File: src/rtl/core/cdtd_pkg.sv
// Package for the countdown timer with digit display.
// Holds the item and result beat types, widths and the timer constants.
// No dependencies.
`timescale 1ns / 1ps

package cdtd_pkg;

  localparam int unsigned TimeW  = 14;
  localparam int unsigned BuzzW  = 6;
  localparam int unsigned DigitW = 4;

  localparam logic [TimeW-1:0] TimeCap     = 14'd9990;
  localparam logic [TimeW-1:0] StepOneMax  = 14'd600;
  localparam logic [TimeW-1:0] StepTwoMax  = 14'd2400;
  localparam logic [TimeW-1:0] StepOne     = 14'd100;
  localparam logic [TimeW-1:0] StepTwo     = 14'd200;
  localparam logic [TimeW-1:0] StepThree   = 14'd300;
  localparam logic [TimeW-1:0] TenthsLimit = 14'd100;
  localparam logic [TimeW-1:0] DotLimit    = 14'd1000;

  localparam logic [BuzzW-1:0]  BuzzDefault = 6'd50;
  localparam logic [DigitW-1:0] BlankDigit  = 4'd10;

  localparam logic ModeTick = 1'b0;
  localparam logic ModeAdd  = 1'b1;

  typedef struct packed {
    logic mode;
    logic run_enable;
  } in_beat_t;

  typedef struct packed {
    logic [DigitW-1:0] digit_high;
    logic [DigitW-1:0] digit_mid;
    logic [DigitW-1:0] digit_low;
    logic              dot_on_low;
    logic              buzzer_on;
    logic [TimeW-1:0]  time_left;
  } out_beat_t;

endpackage

File: src/rtl/core/countdown_timer_with_digit_display_unit.sv
// Top level of the countdown timer with digit display.
// Depends on cdtd_pkg for beat types and constants.
`timescale 1ns / 1ps

// Usage:
// Input beats arrive on in_valid_i / in_data_i and are taken at a rising edge
// with in_valid_i high and in_stall_o low. Each beat is either a timer tick or
// an add-time press and yields exactly one result beat on out_valid_o /
// out_data_o, taken when out_stall_i is low.
// The timer state is updated in the accepting cycle and the result register
// is loaded at the same edge, so a result appears in the cycle after its input is taken.
// One item is accepted in every cycle while in_stall_o is low; the single result register sets this
// figure, and the display digits are derived from it by constant multiplies.
// While the receiver stalls, the result holds and in_stall_o rises only if a
// result is waiting and out_stall_i is high, so a new beat enters as soon as
// the waiting one is taken.
// The buzz length register is written over cfg_valid_i / cfg_data_i and is
// always ready. Reset clears the time and the buzzer state, empties the result
// register, and sets the buzz length to fifty ticks.
module countdown_timer_with_digit_display_unit (
  input  logic                       clk_i,
  input  logic                       rst_ni,
  input  logic                       in_valid_i,
  output logic                       in_stall_o,
  input  cdtd_pkg::in_beat_t         in_data_i,
  output logic                       out_valid_o,
  input  logic                       out_stall_i,
  output cdtd_pkg::out_beat_t        out_data_o,
  input  logic                       cfg_valid_i,
  output logic                       cfg_ready_o,
  input  logic [cdtd_pkg::BuzzW-1:0] cfg_data_i
);

  logic [cdtd_pkg::BuzzW-1:0] buzz_ticks_q;
  logic [cdtd_pkg::TimeW-1:0] time_q, time_d;
  logic [cdtd_pkg::BuzzW-1:0] cnt_q, cnt_d;
  logic                       armed_q, armed_d;
  logic                       buzzer_q, buzzer_d;
  logic [cdtd_pkg::TimeW-1:0] added;
  logic [cdtd_pkg::TimeW-1:0] show_d;

  logic                       out_valid_q;
  logic [cdtd_pkg::TimeW-1:0] show_q;
  logic                       res_buzzer_q;
  logic [cdtd_pkg::TimeW-1:0] res_time_q;

  logic                       in_accept;

  logic [27:0]                prod10, prod100, prod1000;
  logic [9:0]                 q10;
  logic [6:0]                 q100;
  logic [3:0]                 q1000;
  logic [cdtd_pkg::TimeW-1:0] rem1;
  logic [9:0]                 rem10;
  logic [6:0]                 rem100;

  assign cfg_ready_o = 1'b1;
  assign in_stall_o  = out_valid_q & out_stall_i;
  assign in_accept   = in_valid_i & ~in_stall_o;
  assign out_valid_o = out_valid_q;

  always_comb begin
    if (time_q <= cdtd_pkg::StepOneMax) begin
      added = time_q + cdtd_pkg::StepOne;
    end else if (time_q <= cdtd_pkg::StepTwoMax) begin
      added = time_q + cdtd_pkg::StepTwo;
    end else begin
      added = time_q + cdtd_pkg::StepThree;
    end
    if (added > cdtd_pkg::TimeCap) begin
      added = cdtd_pkg::TimeCap;
    end

    time_d   = time_q;
    cnt_d    = cnt_q;
    armed_d  = armed_q;
    buzzer_d = buzzer_q;
    show_d   = time_q;

    if (in_data_i.mode == cdtd_pkg::ModeAdd) begin
      time_d = added;
      show_d = added;
    end else if (in_data_i.run_enable) begin
      if (time_q != '0) begin
        time_d = time_q - 14'd1;
      end else if (!armed_q) begin
        buzzer_d = 1'b1;
        cnt_d    = buzz_ticks_q;
        armed_d  = 1'b1;
      end
      if (armed_d) begin
        if (cnt_d != '0) begin
          cnt_d = cnt_d - 6'd1;
        end else begin
          buzzer_d = 1'b0;
        end
      end
    end else begin
      armed_d = 1'b0;
    end
  end

  always_ff @(posedge clk_i or negedge rst_ni) begin
    if (!rst_ni) begin
      buzz_ticks_q <= cdtd_pkg::BuzzDefault;
      time_q       <= '0;
      cnt_q        <= '0;
      armed_q      <= 1'b0;
      buzzer_q     <= 1'b0;
      out_valid_q  <= 1'b0;
    end else begin
      if (cfg_valid_i) begin
        buzz_ticks_q <= cfg_data_i;
      end
      if (in_accept) begin
        time_q      <= time_d;
        cnt_q       <= cnt_d;
        armed_q     <= armed_d;
        buzzer_q    <= buzzer_d;
        out_valid_q <= 1'b1;
      end else if (!out_stall_i) begin
        out_valid_q <= 1'b0;
      end
    end
  end

  always_ff @(posedge clk_i) begin
    if (in_accept) begin
      show_q       <= show_d;
      res_buzzer_q <= buzzer_d;
      res_time_q   <= time_d;
    end
  end

  // Reciprocal multiplies are exact for every value up to the cap.
  assign prod10   = 28'(show_q) * 28'd6554;
  assign prod100  = 28'(show_q) * 28'd5243;
  assign prod1000 = 28'(show_q) * 28'd8389;
  assign q10      = prod10[25:16];
  assign q100     = prod100[25:19];
  assign q1000    = prod1000[26:23];
  assign rem1     = show_q - ((14'(q10) << 3) + (14'(q10) << 1));
  assign rem10    = q10 - ((10'(q100) << 3) + (10'(q100) << 1));
  assign rem100   = q100 - ((7'(q1000) << 3) + (7'(q1000) << 1));

  always_comb begin
    out_data_o.buzzer_on = res_buzzer_q;
    out_data_o.time_left = res_time_q;
    if (show_q < cdtd_pkg::TenthsLimit) begin
      out_data_o.digit_high = cdtd_pkg::BlankDigit;
      out_data_o.digit_mid  = rem10[3:0];
      out_data_o.digit_low  = rem1[3:0];
      out_data_o.dot_on_low = 1'b1;
    end else if (show_q < cdtd_pkg::DotLimit) begin
      out_data_o.digit_high = rem100[3:0];
      out_data_o.digit_mid  = rem10[3:0];
      out_data_o.digit_low  = rem1[3:0];
      out_data_o.dot_on_low = 1'b1;
    end else begin
      out_data_o.digit_high = q1000;
      out_data_o.digit_mid  = rem100[3:0];
      out_data_o.digit_low  = rem10[3:0];
      out_data_o.dot_on_low = 1'b0;
    end
  end

  assert property (@(posedge clk_i) disable iff (!rst_ni)
    time_q <= cdtd_pkg::TimeCap)
    else $error("Remaining time above the cap.");

  assert property (@(posedge clk_i) disable iff (!rst_ni)
    (in_accept && in_data_i.mode == cdtd_pkg::ModeAdd) |=>
      (out_valid_q && time_q != '0 && res_time_q == time_q))
    else $error("Add-time beat did not raise the time.");

  assert property (@(posedge clk_i) disable iff (!rst_ni)
    (in_accept && in_data_i.mode == cdtd_pkg::ModeTick && in_data_i.run_enable &&
     time_q != '0) |=> (time_q == $past(time_q) - 14'd1 && show_q == $past(time_q)))
    else $error("Running tick did not count down by one.");

endmodule

File: config.mk
export PLATFORM = sky130hd
export DESIGN_NAME = countdown_timer_with_digit_display_unit
export DESIGN_NICKNAME = d
export VERILOG_FILES = /design/src/rtl/core/cdtd_pkg.sv /design/src/rtl/core/countdown_timer_with_digit_display_unit.sv
export SDC_FILE = /design/constraint.sdc
export NUM_CORES = 1
export LEC_CHECK = 0
export BUFFER_PORTS_ARGS = -buffer_cell sky130_fd_sc_hd__buf_2
export CORE_ASPECT_RATIO = 0.75
export CORE_UTILIZATION = 65
export DETAILED_ROUTE_END_ITERATION = 6
export PLACE_DENSITY = 0.83
export SYNTH_ARGS = -nofsm -noshare
export SYNTH_HDL_FRONTEND = slang
export SYNTH_SLANG_ARGS = --single-unit
File: constraint.sdc
create_clock -name clk_i -period 7.9 [get_ports clk_i]
set_input_delay 1.58 -clock clk_i [delete_from_list [all_inputs] [get_ports clk_i]]
set_output_delay 1.58 -clock clk_i [all_outputs]
set_load 0.01 [all_outputs]
# ---- Word level (Yosys, flattened, before mapping)
# Cells that the tools add are included.
# Widths: inputs -> output; s select.
dict set report word_totals {
  inputBits 13
  out_inout_bits 31
  word_cells 64
  regBits 58
}
dict set report classes {
  magnitude_cmp 5
  addsub 11
  reduce_logical 4
  multipliers 3
  muxes 27
  n_bitwise 4
  eq_ne 1
}
# operator n
set ops {}
lappend ops {{$mux 14} 7}
lappend ops {{$mux 6} 6}
lappend ops {{$mul 14x14->27 const B} 1}
lappend ops {{$mux 13} 2}
lappend ops {{$mul 14x13->23 const B} 1}
lappend ops {{$mul 14x12->19 const B} 1}
lappend ops {{$add 14x7->14 const B} 1}
lappend ops {{$add 14x8->14 const B} 1}
lappend ops {{$add 14x9->14 const B} 1}
lappend ops {{$gt 14x14->1 const B} 1}
lappend ops {{$le 14x10->1 const B} 1}
lappend ops {{$le 14x12->1 const B} 1}
lappend ops {{$lt 14x10->1 const B} 1}
lappend ops {{$lt 14x7->1 const B} 1}
lappend ops {{$reduce_bool 14->1} 1}
lappend ops {{$sub 14x1->14 const B} 1}
lappend ops {{$add 4x4->4} 3}
lappend ops {{$mux 1} 12}
lappend ops {{$sub 4x4->4} 3}
lappend ops {{$reduce_bool 6->1} 1}
lappend ops {{$sub 6x1->6 const B} 1}
lappend ops {{$reduce_and 3->1} 1}
lappend ops {{$and 1x1->1} 2}
lappend ops {{$ne 2x1->1 const B} 1}
lappend ops {{2 further kinds} 3}

# ---- Depth between registers and ports, before layout
dict set report depth {
  depth_word 9
  depth_mapped 26
  mapped_depth_nobuf 26
}

# ---- Worst setup path before layout
# OpenSTA, ideal clock, no wires.
dict set report synth_path {
  path_kind {flip-flop to output port}
  start {register show_q[4] (netlist name)}
  end {output port out_data_o[19] (netlist name)}
  t_required_ns 6.320
  path_slack_ns 0.546
  n_path_buf 0
  arrival_ns 5.774
  stages_incl_launch_ff 27
  cell_sequence {edfxtp_1 > inv_1 > ha_1 > inv_1 > ha_1 > inv_1 > fa_1 > inv_1 > fa_1 > inv_1 > fa_1 > inv_1 > ha_1 > a2111oi_0 > o21ai_0 > a21oi_1 > o21ai_0 > a21o_1 > a21oi_1 > xnor2_1 > ha_1 > xor2_1 > xnor2_1 > xnor2_1 > xnor2_1 > xnor2_1 > a21oi_1}
}
# item line_no
set synth_lines {}
lappend synth_lines {{from (decl)} countdown_timer_with_digit_display_unit.sv:43} ;# logic [cdtd_pkg::TimeW-1:0] show_q;
lappend synth_lines {{from (signal assigned)} countdown_timer_with_digit_display_unit.sv:129} ;# show_q <= show_d;
lappend synth_lines {{to (decl)} countdown_timer_with_digit_display_unit.sv:28} ;# output cdtd_pkg::out_beat_t out_data_o,

==> run_results.csv <==
group,metric,value,unit
setup_path,critPathCaptureType,"output port",
synthesis,synth-edff-count,29,
placed_design,place.detailed.hpwl,22.77,mm
setup_path,slowest_delay,0.64,ns
global_route,grt_max_degree,45,
clock_network,tritoncts,"yes",
timing,post-route-period-util,101.6,%
detailed_routing,vias,9461,
timing,hold_viol,0,
setup_path,path_buf_inv,4,
synthesis,synthCells,1215,
timing,rsz0062_at_grt,"true",
global_route,first_global_vias,8851,
cells_and_area,num-fill-cells,1043,
detailed_routing,drtIter0Drc,1029,
timing,setup_ws,-0.1250,ns
setup_path,cp_cell_sequence,"buf_4, ha_4, xor2_2, ha_1, fa_1, fa_1, inv_1, fa_1, inv_1, ha_4, a21o_1, a21oi_2, o21ai_2, a21o_1, a21oi_2, xnor2_2, ha_2, xor2_1, xnor2_1, xnor2_1, xnor2_1, xnor2_1, mux2i_1, buf_2",
setup_path,path_class,"reg2out",
setup_path,worst_path_max_delay_cell,"fa_1",
cells_and_area,area_growth,15.53,%
clock_network,clk_pin_slew,0.06,ns
clock_network,cts_htree_levels,3,
timing,holdWs,0.5115,ns
cells_and_area,register_area,1600,um^2
setup_path,critical-path-top-delay-family,"adder cells",
synthesis,synth_top_area_share,24.61,%
detailed_routing,totalWireLength,32.56,mm
die,io_pins,44,
detailed_routing,drc,0,
placed_design,gp_congestion,0.9756,
cells_and_area,drive_above_1_share,18.04,%
timing,relSlewSlack,37.22,%
timing,finalClockSkew,0.01105,ns
timing,final-setup-viol-count,3,
clock_network,cts_buffers,9,
detailed_routing,ant_nets,0,
global_route,grt_pass1_wl,45.67,mm
cells_and_area,n_antenna_cell,0,
die,start_util,67.07,%
placed_design,io_buffers,42,
detailed_routing,dr.pass1.iters,6,
synthesis,ys_seq_area_share,14.05,%
status,violations,"negative setup slack",
synthesis,syn-cell-area,11390,um^2
synthesis,ys_seq_elements,58,
clock_network,cts_sinks,58,
setup_path,cp-startpoint,"show_q[1]",
cells_and_area,multi_input_area,9094,um^2
global_route,overflow,0,
timing,fmax,124.6,MHz
setup_path,rrSetupSlack,3.91,ns
detailed_routing,via_per_inst,6.147,
cells_and_area,fin_nets,1661,
synthesis,synth_fp_nets,1578,
synthesis,yosysMostFrequentCell,"inv_1",
detailed_routing,routedWlPerCell,21.15,um
setup_path,arrival,6.44,ns
synthesis,syn_area_per_cell,9.373,um^2
clock_network,clk_latency,0.34,ns
setup_path,crit_top_cell,"xnor2_1",
synthesis,synth_largest_area_cell,"ha_1",
global_route,antenna_found_initial,0,
setup_path,path_max_fanout,9,
synthesis,ys.flop_type,"edfxtp_1",
flow_run,drv_cap,0,
synthesis,synth_cell_types,76,
synthesis,synth_common_cells,"292 x inv_1, 224 x ha_1, 126 x fa_1, 56 x nand2_1, 49 x a21oi_1",
clock_network,cts_buffer_depth,2,
setup_path,rr_startpoint,"time_q[2]",
setup_path,worstPathRequired,6.32,ns
worst_hold_path,hp-class,"reg2reg",
status,outcome,"complete, but fails checks",
timing,max_slew.worst_pin.slew,0.9394,ns
die,core_area,16980,um^2
die,die_w,154.8,um
worst_hold_path,worstHoldStart,"buzz_ticks_q[0]",
clock_network,root_buffer,"clkbuf_16",
die,dieArea,18060,um^2
timing,slew_violations,0,
synthesis,async_flop_share,50.00,%
die,fp-row-count,41,
die,fp.dieH,116.6,um
synthesis,yosysWarnings,0,
global_route,track_usage,32.97,%
setup_path,crit_path_start_kind,"register",
timing,min_period,8.025,ns
synthesis,yosys-top-cells-area,"ha_1 25%, fa_1 22%, inv_1 9.6%",
per-layer routing:
metal	track usage (%)	part of all wire (%)	vias to the layer above	wire length, um
met5	0	0	-	0
met4	8.713	4.9	0	1598
met1	46.96	41	4610	13190
li1	-	-	4161	-
met3	5.306	8.5	144	2767
met2	52.82	46	546	15000
worst paths after layout:
| check | endpoint | cells past startpoint |
|---|---|---|
| max | out_data_o[23] | 24 |
| max reg2reg | show_q[3] | 12 |
| min in group asynchronous | cnt_q[3] | 1 |
| max in group asynchronous | time_q[10] | 1 |
| min reg2reg | buzz_ticks_q[0] | 1 |
| min | buzz_ticks_q[0] | 1 |
through the flow:
step	cell area (um^2)	util, %	cells	worst slack (ns)	setup TNS [ns]
after floorplan	11390	-	1215	0.5463	0
after global placement	11880	69.95	1482	0.3195	0
after detailed placement	11880	69.95	1482	0.1599	0
after CTS	12400	73.04	1514	0.00008837	0
after global routing	13160	77.49	1539	-0.2845	-0.7268
final	13160	77.49	1539	-0.1250	-0.2504
worst reg2reg max path, cell delays in order (launching register included):
cell     delay [ns]
dfrtp_1        0.64
inv_1          0.18
ha_1           0.24
nand2_1        0.12
a31oi_4        0.11
o21ai_2        0.40
mux2_1         0.38
a22oi_1        0.22
xnor2_1        0.29
a31oi_2        0.22
o21ai_2        0.38
nand2_1        0.27
o22ai_1        0.34
kinds of logic after synthesis:
family | share of synthesized area (%)
other cells | 0.03293
simple gates | 8.866
mux | 2.208
xor+xnor | 4.812
compound gates | 12.02
flops | 14.05
fa+ha+maj | 46.76
buf+inv | 11.25
registers in the layout, summed over array words and instances, names as in the netlist:
name / cells
res_time_q: 14
show_q: 14
time_q: 14
buzz_ticks_q: 6
cnt_q: 6
armed_q: 1
buzzer_q: 1
out_valid_o: 1
res_buzzer_q: 1
final cells by class:
cell class                      instances  area share, %
Clock buffer                           12          2.282
Inverter                              293          8.444
Sequential cell                        58          12.16
Timing Repair Buffer                  105          5.563
Tap cell                              236          2.244
Clock inverter                          4         0.1902
Multi-Input combinational cell        831          69.11
what timing repair did:
action                     4_1_cts  5_1_grt
setup endpoints to repair        3        4
setup buffers                   16       25
gates resized for setup         17       91
hold buffers                     0        0
pin swaps                        4       46
placed cells by master, fill, tap and decap left out, types with 9 or more instances in the layout:
| cell | synthesis | routed |
|---|---|---|
| nor3_1 | 16 | 16 |
| o21ai_1 | 6 | 9 |
| edfxtp_1 | 29 | 29 |
| xor2_1 | 16 | 15 |
| ha_4 | 0 | 30 |
| buf_2 | 7 | 42 |
| a21o_1 | 20 | 20 |
| o21ai_0 | 38 | 32 |
| nand2_1 | 56 | 56 |
| inv_1 | 292 | 280 |
| inv_2 | 1 | 10 |
| nor2_1 | 47 | 46 |
| xnor2_1 | 44 | 38 |
| a21oi_1 | 49 | 40 |
| nand3_1 | 11 | 11 |
| buf_4 | 4 | 51 |
| and2_1 | 10 | 9 |
| ha_1 | 224 | 185 |
| ha_2 | 0 | 9 |
| clkbuf_16 | 0 | 12 |
| mux2i_1 | 15 | 15 |
| dfrtp_1 | 26 | 26 |
| a21oi_2 | 0 | 9 |
| buf_6 | 3 | 11 |
| fa_1 | 126 | 124 |
Power is not shown: default switching activity piles up to over one toggle a cycle in this logic, so the estimate is an artifact.
